<file path="src/gdd_pkg.sv">
`timescale 1ns / 1ps
`default_nettype none
// ----------------------------------------------------------------------------
// gdd_pkg
// Shared constants, types and calendar tables for the day difference pipe.
// ----------------------------------------------------------------------------
package gdd_pkg;

  localparam int YearW  = 14;
  localparam int MonthW = 7;
  localparam int DayW   = 7;
  localparam int CountW = 23;
  localparam int DiffW  = 23;
  localparam int QuotW  = 8;   // year / 100 fits in 8 bits for 14-bit years
  localparam int DbmW   = 9;   // days before month, max 334
  localparam int MpartW = 9;   // days before month plus day, max 461

  // x / 100 == (x * Recip100) >> Shift100 for every 14-bit x
  localparam int Recip100  = 5243;
  localparam int RecipW    = 13;
  localparam int Shift100  = 19;
  localparam int ProdW     = YearW + RecipW;

  localparam logic [MonthW-1:0] MonthJan = 7'd1;
  localparam logic [MonthW-1:0] MonthFeb = 7'd2;
  localparam logic [MonthW-1:0] MonthDec = 7'd12;

  localparam logic [8:0] DaysPerYear = 9'd365;
  localparam logic [6:0] Hundred     = 7'd100;

  typedef logic [YearW-1:0]  year_t;
  typedef logic [MonthW-1:0] month_t;
  typedef logic [DayW-1:0]   day_t;
  typedef logic [CountW-1:0] count_t;

  // per-stage advance strobes of the pipe
  typedef struct packed {
    logic s1_en;
    logic s2_en;
    logic s3_en;
    logic s4_en;
  } pipe_ctrl_t;

  function automatic logic [DbmW-1:0] days_before(input month_t m);
    logic [DbmW-1:0] r;
    unique case (m)
      7'd1:    r = 9'd0;
      7'd2:    r = 9'd31;
      7'd3:    r = 9'd59;
      7'd4:    r = 9'd90;
      7'd5:    r = 9'd120;
      7'd6:    r = 9'd151;
      7'd7:    r = 9'd181;
      7'd8:    r = 9'd212;
      7'd9:    r = 9'd243;
      7'd10:   r = 9'd273;
      7'd11:   r = 9'd304;
      7'd12:   r = 9'd334;
      default: r = 9'd0;
    endcase
    return r;
  endfunction

  function automatic logic [4:0] month_len(input month_t m, input logic leap);
    logic [4:0] r;
    unique case (m) inside
      7'd1, 7'd3, 7'd5, 7'd7, 7'd8, 7'd10, 7'd12: r = 5'd31;
      7'd4, 7'd6, 7'd9, 7'd11:                    r = 5'd30;
      7'd2:    r = leap ? 5'd29 : 5'd28;
      default: r = 5'd0;
    endcase
    return r;
  endfunction

endpackage
`default_nettype wire

</file>
<file path="src/gdd_ctrl.sv">
`timescale 1ns / 1ps
`default_nettype none
// ----------------------------------------------------------------------------
// gdd_ctrl
// Valid bits and stall logic of the four-stage pipe.
// ----------------------------------------------------------------------------
module gdd_ctrl (
  input  wire logic               clk,
  input  wire logic               rst_n,
  input  wire logic               in_tvalid,
  output logic                    in_tready,
  output logic                    out_tvalid,
  input  wire logic               out_tready,
  output gdd_pkg::pipe_ctrl_t     ctrl
);

  logic v1_r, v2_r, v3_r, v4_r;

  // a stage moves when it is empty or the next stage moves
  always_comb begin
    ctrl.s4_en = !v4_r || out_tready;
    ctrl.s3_en = !v3_r || ctrl.s4_en;
    ctrl.s2_en = !v2_r || ctrl.s3_en;
    ctrl.s1_en = !v1_r || ctrl.s2_en;
  end

  assign in_tready  = ctrl.s1_en;
  assign out_tvalid = v4_r;

  always_ff @(posedge clk) begin
    if (!rst_n) begin
      v1_r <= 1'b0;
      v2_r <= 1'b0;
      v3_r <= 1'b0;
      v4_r <= 1'b0;
    end else begin
      if (ctrl.s1_en) v1_r <= in_tvalid;
      if (ctrl.s2_en) v2_r <= v1_r;
      if (ctrl.s3_en) v3_r <= v2_r;
      if (ctrl.s4_en) v4_r <= v3_r;
    end
  end

endmodule
`default_nettype wire

</file>
<file path="src/gdd_date_count.sv">
`timescale 1ns / 1ps
`default_nettype none
// ----------------------------------------------------------------------------
// gdd_date_count
// Three-stage check and day count of one date.
// ----------------------------------------------------------------------------
module gdd_date_count (
  input  wire logic               clk,
  input  wire gdd_pkg::pipe_ctrl_t ctrl,
  input  wire gdd_pkg::year_t     year,
  input  wire gdd_pkg::month_t    month,
  input  wire gdd_pkg::day_t      day,
  output gdd_pkg::count_t         count_r,
  output logic                    valid_r
);

  // stage 1: reciprocal multiplies for year / 100 and (year - 1) / 100
  logic [gdd_pkg::ProdW-1:0]  prod_y, prod_n;
  gdd_pkg::year_t             n_in;
  gdd_pkg::year_t             y1_r, n1_r;
  gdd_pkg::month_t            m1_r;
  gdd_pkg::day_t              d1_r;
  logic [gdd_pkg::QuotW-1:0]  qy1_r, qn1_r;

  // year 0 adds no whole years
  assign n_in   = (year == '0) ? '0 : year - gdd_pkg::YearW'(1);
  assign prod_y = gdd_pkg::ProdW'(year) *
                  gdd_pkg::ProdW'(gdd_pkg::Recip100);
  assign prod_n = gdd_pkg::ProdW'(n_in) *
                  gdd_pkg::ProdW'(gdd_pkg::Recip100);

  always_ff @(posedge clk) begin
    if (ctrl.s1_en) begin
      y1_r  <= year;
      n1_r  <= n_in;
      m1_r  <= month;
      d1_r  <= day;
      qy1_r <= prod_y[gdd_pkg::Shift100 +: gdd_pkg::QuotW];
      qn1_r <= prod_n[gdd_pkg::Shift100 +: gdd_pkg::QuotW];
    end
  end

  // stage 2: leap rule, validity, whole years and month part
  logic [13:0]                  hund;
  logic [6:0]                   rem100;
  logic                         leap;
  logic [4:0]                   mlen;
  logic                         ok;
  logic [gdd_pkg::CountW-1:0]   n_ext, ypart;
  logic [gdd_pkg::MpartW-1:0]   mpart;
  logic [gdd_pkg::CountW-1:0]   ypart2_r;
  logic [gdd_pkg::MpartW-1:0]   mpart2_r;
  logic                         extra2_r;
  logic                         ok2_r;

  assign hund   = 14'(qy1_r) * 14'(gdd_pkg::Hundred);
  assign rem100 = 7'(y1_r - hund);
  // divisible by 400 is divisible by 100 with a quotient divisible by 4
  assign leap   = ((y1_r[1:0] == 2'b00) && (rem100 != 7'd0)) ||
                  ((rem100 == 7'd0) && (qy1_r[1:0] == 2'b00));
  assign mlen   = gdd_pkg::month_len(m1_r, leap);
  assign ok     = (m1_r >= gdd_pkg::MonthJan) && (m1_r <= gdd_pkg::MonthDec) &&
                  (d1_r != '0) && (d1_r <= gdd_pkg::DayW'(mlen));
  assign n_ext  = gdd_pkg::CountW'(n1_r);
  assign ypart  = n_ext * gdd_pkg::CountW'(gdd_pkg::DaysPerYear)
                + (n_ext >> 2)
                - gdd_pkg::CountW'(qn1_r)
                + gdd_pkg::CountW'(qn1_r >> 2);
  assign mpart  = gdd_pkg::days_before(m1_r) + gdd_pkg::MpartW'(d1_r);

  always_ff @(posedge clk) begin
    if (ctrl.s2_en) begin
      ypart2_r <= ypart;
      mpart2_r <= mpart;
      extra2_r <= leap && (m1_r > gdd_pkg::MonthFeb);
      ok2_r    <= ok;
    end
  end

  // stage 3: final day count
  always_ff @(posedge clk) begin
    if (ctrl.s3_en) begin
      count_r <= ypart2_r + gdd_pkg::CountW'(mpart2_r)
               + gdd_pkg::CountW'(extra2_r);
      valid_r <= ok2_r;
    end
  end

endmodule
`default_nettype wire

</file>
<file path="src/gdd_diff.sv">
`timescale 1ns / 1ps
`default_nettype none
// ----------------------------------------------------------------------------
// gdd_diff
// Output stage: subtracts the two day counts, saturates and registers.
// ----------------------------------------------------------------------------
module gdd_diff (
  input  wire logic               clk,
  input  wire gdd_pkg::pipe_ctrl_t ctrl,
  input  wire gdd_pkg::count_t    first_count,
  input  wire logic               first_ok,
  input  wire gdd_pkg::count_t    second_count,
  input  wire logic               second_ok,
  output logic                    first_valid_r,
  output logic                    second_valid_r,
  output logic [gdd_pkg::DiffW-1:0] day_difference_r
);

  localparam int WideW = gdd_pkg::CountW + 1;

  logic signed [WideW-1:0]         wide;
  logic [gdd_pkg::DiffW-1:0]       sat;

  assign wide = signed'({1'b0, second_count}) - signed'({1'b0, first_count});

  // out of range only for years above 9999
  always_comb begin
    if (wide[WideW-1] != wide[WideW-2]) begin
      sat = wide[WideW-1] ? {1'b1, {(gdd_pkg::DiffW-1){1'b0}}}
                          : {1'b0, {(gdd_pkg::DiffW-1){1'b1}}};
    end else begin
      sat = wide[gdd_pkg::DiffW-1:0];
    end
  end

  always_ff @(posedge clk) begin
    if (ctrl.s4_en) begin
      first_valid_r    <= first_ok;
      second_valid_r   <= second_ok;
      day_difference_r <= (first_ok && second_ok) ? sat : '0;
    end
  end

endmodule
`default_nettype wire

</file>
<file path="src/gregorian_day_difference.sv">
`timescale 1ns / 1ps
`default_nettype none
// ----------------------------------------------------------------------------
// gregorian_day_difference
// Validity check and signed day difference of two Gregorian dates.
// ----------------------------------------------------------------------------
// Takes a pair of proleptic Gregorian dates per item and returns both validity
// flags and the day difference, second date minus first (0 when either date
// is invalid, saturated to 23 bits for years above 9999). The pipe is four
// register stages deep: reciprocal multiply for the divisions by 100, leap
// rule and year sum, day count, then subtract into the output register. A new
// item is accepted every cycle while in_tready is high; out_tvalid rises when
// the item enters the output register. A stall on the output side holds the
// full stages in place while empty stages keep filling, so in_tready drops
// only once all four stages hold an item.
module gregorian_day_difference (
  input  wire logic        clk,
  input  wire logic        rst_n,
  input  wire logic        in_tvalid,
  output logic             in_tready,
  // first_year[13:0], first_month[20:14], first_day[27:21],
  // second_year[41:28], second_month[48:42], second_day[55:49]
  input  wire logic [55:0] in_tdata,
  output logic             out_tvalid,
  input  wire logic        out_tready,
  // first_valid[0], second_valid[1], day_difference[24:2], zero fill [31:25]
  output logic [31:0]      out_tdata
);

  gdd_pkg::pipe_ctrl_t ctrl;
  gdd_pkg::count_t     first_count, second_count;
  logic                first_ok, second_ok;
  logic                first_valid_r, second_valid_r;
  logic [gdd_pkg::DiffW-1:0] day_difference_r;

  gdd_ctrl u_ctrl (
    .clk        (clk),
    .rst_n      (rst_n),
    .in_tvalid  (in_tvalid),
    .in_tready  (in_tready),
    .out_tvalid (out_tvalid),
    .out_tready (out_tready),
    .ctrl       (ctrl)
  );

  gdd_date_count u_first (
    .clk     (clk),
    .ctrl    (ctrl),
    .year    (in_tdata[13:0]),
    .month   (in_tdata[20:14]),
    .day     (in_tdata[27:21]),
    .count_r (first_count),
    .valid_r (first_ok)
  );

  gdd_date_count u_second (
    .clk     (clk),
    .ctrl    (ctrl),
    .year    (in_tdata[41:28]),
    .month   (in_tdata[48:42]),
    .day     (in_tdata[55:49]),
    .count_r (second_count),
    .valid_r (second_ok)
  );

  gdd_diff u_diff (
    .clk              (clk),
    .ctrl             (ctrl),
    .first_count      (first_count),
    .first_ok         (first_ok),
    .second_count     (second_count),
    .second_ok        (second_ok),
    .first_valid_r    (first_valid_r),
    .second_valid_r   (second_valid_r),
    .day_difference_r (day_difference_r)
  );

  assign out_tdata = {7'b0, day_difference_r, second_valid_r, first_valid_r};

endmodule
`default_nettype wire
</file>
<file path="config.mk">
export PLATFORM = sky130hd
export DESIGN_NAME = gregorian_day_difference
export DESIGN_NICKNAME = d
export VERILOG_FILES = /design/src/gdd_pkg.sv /design/src/gdd_ctrl.sv /design/src/gdd_date_count.sv /design/src/gdd_diff.sv /design/src/gregorian_day_difference.sv
export SDC_FILE = /design/constraint.sdc
export NUM_CORES = 2
export LEC_CHECK = 0
export BUFFER_PORTS_ARGS = -buffer_cell sky130_fd_sc_hd__buf_2
export CAP_MARGIN = 10
export CORE_MARGIN = 5
export CORE_UTILIZATION = 30
export CTS_CLUSTER_DIAMETER = 100
export CTS_CLUSTER_SIZE = 12
export DETAILED_ROUTE_END_ITERATION = 6
export HOLD_SLACK_MARGIN = 0.02
export REMOVE_ABC_BUFFERS = 1
export SYNTH_ARGS = -nofsm -noshare
export SYNTH_HDL_FRONTEND = slang
export SYNTH_SLANG_ARGS = --single-unit
</file>
<file path="constraint.sdc">
create_clock -name clk -period 10.8 [get_ports clk]
set_input_delay 0 -clock clk [delete_from_list [all_inputs] [get_ports clk]]
set_output_delay 0 -clock clk [all_outputs]
set_load 0.05 [all_outputs]
</file>
# Word level (Yosys, flattened, before mapping)
# Memories as Yosys holds them, arrays and structs flattened. A register that Yosys moved wholly into a read port is not among the register bits.
# Index checks and enable logic that the tools add are counted.
dict set report totals {
  ff_bits 247
  latch_bits 0
  mem_bits_rw 0
  rom_bits 288
  input_bits 60
  wordCells 144
  mem_count 2
}
dict set report op_classes {
  addsub 17
  multipliers 8
  div_mod_pow 0
  n_lt_le_gt_ge 8
  n_eq_ne 25
  shift 0
  mux 12
  n_bitwise 0
  reduce_logical 41
}
# name depth width rd rd_clocked_by_memory_dff write_ports line
set mem_list {}
lappend mem_list {{(name not given)} 16 9 1 1 0 gdd_pkg.sv:46} ;# unique case (m)
lappend mem_list {{(name not given)} 16 9 1 1 0 gdd_pkg.sv:46}
# op count
set ops {}
lappend ops {{14-bit by 13-bit multiplier with 27-bit output (second input constant)} 4}
lappend ops {{7-bit by 4-bit == test with 1-bit output (second input constant)} 10}
lappend ops {{7-bit by 3-bit == test with 1-bit output (second input constant)} 8}
lappend ops {{23-bit by 1-bit adder with 23-bit output} 2}
lappend ops {{23-bit by 12-bit adder with 23-bit output} 2}
lappend ops {{23-bit by 6-bit adder with 23-bit output} 2}
lappend ops {{23-bit by 9-bit adder with 23-bit output} 2}
lappend ops {{14-bit by 9-bit multiplier with 23-bit output (second input constant)} 2}
lappend ops {{23-bit 2-to-1 mux} 2}
lappend ops {{23-bit by 8-bit subtractor with 23-bit output} 2}
lappend ops {{5-bit case mux with 3 select lines} 2}
lappend ops {{7-bit by 2-bit == test with 1-bit output (second input constant)} 4}
lappend ops {{14-bit logical NOT} 2}
lappend ops {{14-bit 2-to-1 mux} 2}
lappend ops {{7-bit nonzero test} 4}
lappend ops {{14-bit by 1-bit subtractor with 14-bit output (second input constant)} 2}
lappend ops {{23-bit by 23-bit subtractor with 24-bit output} 1}
lappend ops {{9-bit by 7-bit adder with 9-bit output} 2}
lappend ops {{9-bit 2-to-1 mux} 2}
lappend ops {{8-bit by 5-bit multiplier with 5-bit output (second input constant)} 2}
lappend ops {{7-bit by 1-bit == test with 1-bit output (second input constant)} 2}
lappend ops {{7-bit by 1-bit greater-or-equal comparator with 1-bit output (second input constant)} 2}
lappend ops {{7-bit by 2-bit greater-than comparator with 1-bit output (second input constant)} 2}
lappend ops {{7-bit by 4-bit <= comparator with 1-bit output (second input constant)} 2}
lappend ops {{other kinds (13)} 44}

# Longest topological paths before layout
dict set report logic_depth {
  word_depth 9
  ltp_mapped 30
  depth_no_buf 30
}

# Hierarchy
# Synthesis repeated with hierarchy kept, for this count alone.
dict set report hier_totals {
  hier_cells 3353
  area_unflattened_um2 34987.3
}
# module instances cells_each area_per_inst_um2
set modules_own_cells {}
lappend modules_own_cells {{gdd_date_count at u_second} 1 1562 16359.4}
lappend modules_own_cells {{gdd_date_count at u_first} 1 1491 15916.5}
lappend modules_own_cells {gdd_diff 1 272 2468.6}
lappend modules_own_cells {gdd_ctrl 1 18 171.4}
lappend modules_own_cells {gregorian_day_difference 1 10 71.3}

# Worst setup path after synthesis
# OpenSTA, ideal clock, no wires.
dict set report synth_timing {
  kind {input -> register}
  from {input port in_tdata[1]}
  to {register u_first.qn1_r[7] (netlist name), data pin}
  arrival_ns 6.005
  t_required_ns 10.540
  slack_ns 4.536
  stages 27
  n_path_buf 0
  path_cell_list {inv_1 > ha_1 > a21boi_0 > o21ai_0 > nand2_1 > nand2_1 > a21boi_0 > nand2_1 > xnor2_1 > nor2_1 > ha_1 > fa_1 > fa_1 > fa_1 > inv_1 > fa_1 > inv_1 > ha_1 > a21o_1 > a21o_1 > a21oi_1 > o21ai_0 > nor3_1 > a211oi_1 > a211o_1 > a21oi_1 > xnor2_1}
}
dict set report synth_between {
  elab_chain_cells 3
  elab_cells_between_ends 4
  cone_classes {add/sub: 1; mul: 1; mux: 1; reduce/logical: 1}
}
# item line
set synth_lines {}
lappend synth_lines {{from (decl)} gregorian_day_difference.sv:23} ;# input wire logic [55:0] in_tdata,
lappend synth_lines {{14-bit by 1-bit subtractor with 14-bit output or 14-bit logical NOT (tied branches)} gdd_date_count.sv:26} ;# assign n_in = (year == '0) ? '0 : year - gdd_pkg::YearW'(1);
lappend synth_lines {{14-bit 2-to-1 mux (*)} gdd_date_count.sv:26}
lappend synth_lines {{named net u_first.n_in[11]} gdd_date_count.sv:19} ;# gdd_pkg::year_t n_in;
lappend synth_lines {{14-bit by 13-bit multiplier with 27-bit output (*)} gdd_date_count.sv:29} ;# assign prod_n = gdd_pkg::ProdW'(n_in) *
lappend synth_lines {{named net u_first.prod_n (one bit)} gdd_date_count.sv:18} ;# logic [gdd_pkg::ProdW-1:0] prod_y, prod_n;
lappend synth_lines {{to (signal assigned)} gdd_date_count.sv:39} ;# qn1_r <= prod_n[gdd_pkg::Shift100 +: gdd_pkg::QuotW];
lappend synth_lines {{to (decl)} gdd_date_count.sv:23} ;# logic [gdd_pkg::QuotW-1:0] qy1_r, qn1_r;
# The timed path passes the listed nets; every way through them passes the cells marked *.
# A chain may end at the register's enable or synchronous reset.

# Final worst setup path
dict set report layout_timing {
  from {input port in_tdata[2]}
  to {register u_first.qn1_r[7] (netlist name), data pin}
}
# The elaborated chain is that of the path after synthesis.

==> results.yml <==
status:
  outcome: "finished, final reports clean"
clock_network:
  cts_max_path_buffers: 3
  htreeDepth: 1
  cts_buffers: 27
  clock_latency_ns: 0.60
  post_cts_resized: 0
  cts_root_buf: "clkbuf_16"
  cts_sinks: 259
  postCtsSetupRepairBufs: 0
  cts_tree: "yes"
  cts.clk_slew.worst_paths_ns: 0.06
critical_path:
  endpoint: "u_first.qn1_r[7]"
  slowest_delay_ns: 0.73
  r2r-start: "u_second.n1_r[5]"
  crit_required_ns: 11.15
  crit_type: "in -> reg"
  start_kind: "input port"
  worstPathArrival_ns: 7.42
  cp_slowest_cell: "nor2_1"
  path_common_cell: "fa_1"
  worstSetupStartpoint: "in_tdata[2]"
  cp-end-kind: "register"
  rrSetupSlack_ns: 5.14
  path_max_fanout: 8
  r2r_cells: 18
  r2r-end: "u_second.ypart2_r[22]"
placed_design:
  place_hpwl_um: 56500
  placed_area_mm2: 0.0359
  port-buffer-count: 86
  place_congestion: 0.865
  dp.cells: 4753
finish:
  area_growth_pct: 10.4
  stdcell_count: 4849
  nets: 4478
  drive_gt1_share_pct: 4.97
  diodes: 0
  design_area_mm2: 0.0372
  utilization_pct: 33.5
die:
  rows: 122
  die_y_um: 345
  start_util_pct: 30.3
  pin_count: 94
  die_w_um: 345
  core_mm2: 0.111
  die_area_mm2: 0.119
sta:
  relSlewSlack_pct: 28.3
  tightest_slew_ns: 1.07
  rsz0062_at_grt: "no"
  finalMaxSlewViolations: 0
  max_freq_mhz: 141
  post-route-period-util_pct: 65.4
  min_period_ns: 7.07
  finalSetupTns_ns: 0
  setup_violations: 0
  finClkSkew_ns: 0.0225
  finalHoldViolations: 0
synth:
  synth_area_per_cell_um2: 10.5
  synth-main-ff-cell: "edfxtp_1"
  synth_compound_gate_area_share_pct: 7.12
  synth-simple-area-share_pct: 5.62
  synthMuxAreaShare_pct: 0.580
  postSynth.asyncResetShare_pct: 0
  synth_xor_area_share_pct: 4.74
  syn-cell-area_mm2: 0.0337
  yosysUniqueCellTypes: 65
  ys_ff_latch: 259
  synth_top_family_by_area: "adder cells"
  netlist_instances: 3193
  synth.area.top_cells: "ha_1 (25%), fa_1 (25%), edfxtp_1 (21%), inv_1 (9.8%), xnor2_1 (3.1%)"
  synth_edf_count: 237
  synth_fa_ha_area_share_pct: 49.3
  yosys_warnings: 0
  yosysTopAreaCell: "ha_1"
  seq_area_frac_synth_pct: 22.5
  synth_top_area_share_pct: 24.7
detailed_routing:
  wl_per_cell_um: 13.6
  ant_nets: 0
  drtIter0Drc: 646
  viasPerCell: 4.27
  drtPass1Iterations: 4
  wirelength_um: 65900
  vias: 20700
  route.detailed.drc: 0
flow_run:
  drv_cap: 0
global_routing:
  grt_overflow: 0
  grt_max_degree: 69
  grt_pass1_wl_um: 112000
  gr-usage-all-layers_pct: 11.5
  grt_pass1_vias: 21900
  grt_antenna_before_repair: 0
min_path:
  hold_path_class: "in -> reg"
[critical path: cells and delay by family]
family,cells,cell delay [ns]
AO/OA/AOI/OAI,10,2.19
XOR/XNOR,2,0.25
adder cells (fa/ha/maj),7,2.85
buffers and inverters,5,1.02
AND/OR/NAND/NOR,5,1.11
[Yosys cell counts (20+ instances only)]
library cell and instances:
a21boi_0 24, a21o_1 54, a21oi_1 119, dfxtp_1 22, edfxtp_1 237, fa_1 413, ha_1 665, inv_1 876
nand2_1 90, nand3_1 26, nor2_1 99, o21a_1 20, o21ai_0 66, or2_2 21, xnor2_1 118, xor2_1 64
[sequential cells by signal, indices dropped and copies added (netlist names), 5 cells and up, named ones only]
name and cells:
u_second.ypart2_r 23, u_diff.day_difference_r 23, u_first.count_r 23, u_first.n1_r 14, u_first.y1_r 7, u_first.ypart2_r 23
u_second.y1_r 7, u_second.d1_r 7, u_second.qn1_r 8, u_first.qn1_r 8, u_second.qy1_r 5, u_first.mpart2_r 9
u_second.mpart2_r 9, u_first.qy1_r 5, u_second.m1_r 7, u_second.n1_r 14, u_second.count_r 23, u_first.m1_r 7
u_first.d1_r 7
[repair_timing]
action                                  in CTS  in global routing
hold buffers                                45                  0
endpoints found under the setup margin       0                  0
hold endpoints to repair                    60                  0
[final cells by class]
class | count | area (um2)
inverter | 876 | 3290
clock inverter | 6 | 81.3
fill | 11300 | 73800
clock buffer | 44 | 739
timing repair buffer | 139 | 941
sequential | 259 | 7560
tap | 1488 | 1860
multi-input combinational | 2037 | 22700
[cells in the final DEF (no fill, tap or decap), types with 24 or more instances in the layout]
| cell | synthesis | routed |
|---|---|---|
| inv_1 | 876 | 875 |
| ha_1 | 665 | 665 |
| fa_1 | 413 | 413 |
| edfxtp_1 | 237 | 237 |
| a21oi_1 | 119 | 119 |
| xnor2_1 | 118 | 118 |
| nor2_1 | 99 | 99 |
| nand2_1 | 90 | 89 |
| buf_2 | 4 | 86 |
| o21ai_0 | 66 | 66 |
| xor2_1 | 64 | 64 |
| a21o_1 | 54 | 54 |
| dlygate4sd3_1 | 0 | 45 |
| clkbuf_16 | 0 | 27 |
| nand3_1 | 26 | 26 |
| a21boi_0 | 24 | 24 |
[worst min path at each step]
stage / start / to / slack [ns] / cells past startpoint
after detailed placement: in_tdata[20] / u_first.m1_r[6] / 0.18 / 1
after floorplan: in_tdata[21] / u_first.d1_r[0] / 0.1 / 0
final: in_tdata[20] / u_first.m1_r[6] / 0.11 / 2
after global placement: in_tdata[19] / u_first.m1_r[5] / 0.18 / 1
after CTS: in_tdata[19] / u_first.m1_r[5] / 0.06 / 2
after global routing: in_tdata[20] / u_first.m1_r[6] / 0.07 / 2
[per-layer routing]
metal	share of wire, %	wire [um]	vias to the layer above	global-route usage [%]
li1	-	-	10500	-
met1	50	33100	10000	16.4
met2	46	30100	185	19.1
met3	2.7	1780	53	1.30
met4	1.3	869	0	1.72
met5	0	0	-	0
[per-stage QoR]
step	hold WS [ns]	setup WS, ns
detailed placement	0.178	3.61
global route	0.0747	3.05
CTS	0.0556	3.70
floorplan	0.0989	4.54
finish	0.110	3.73
global placement	0.179	3.69
[logic make-up after synthesis]
| kind of cell | Yosys count |
|---|---|
| adders and majority gates | 1078 |
| buffers and inverters | 903 |
| and+or+nand+nor | 379 |
| AOI/OAI and AO/OA | 372 |
| DFF | 259 |
| xor gates and xnor gates | 182 |
| muxes | 19 |
| other | 1 |
Power is not shown: default switching activity piles up to over one toggle a cycle in this logic, so the estimate is an artifact.
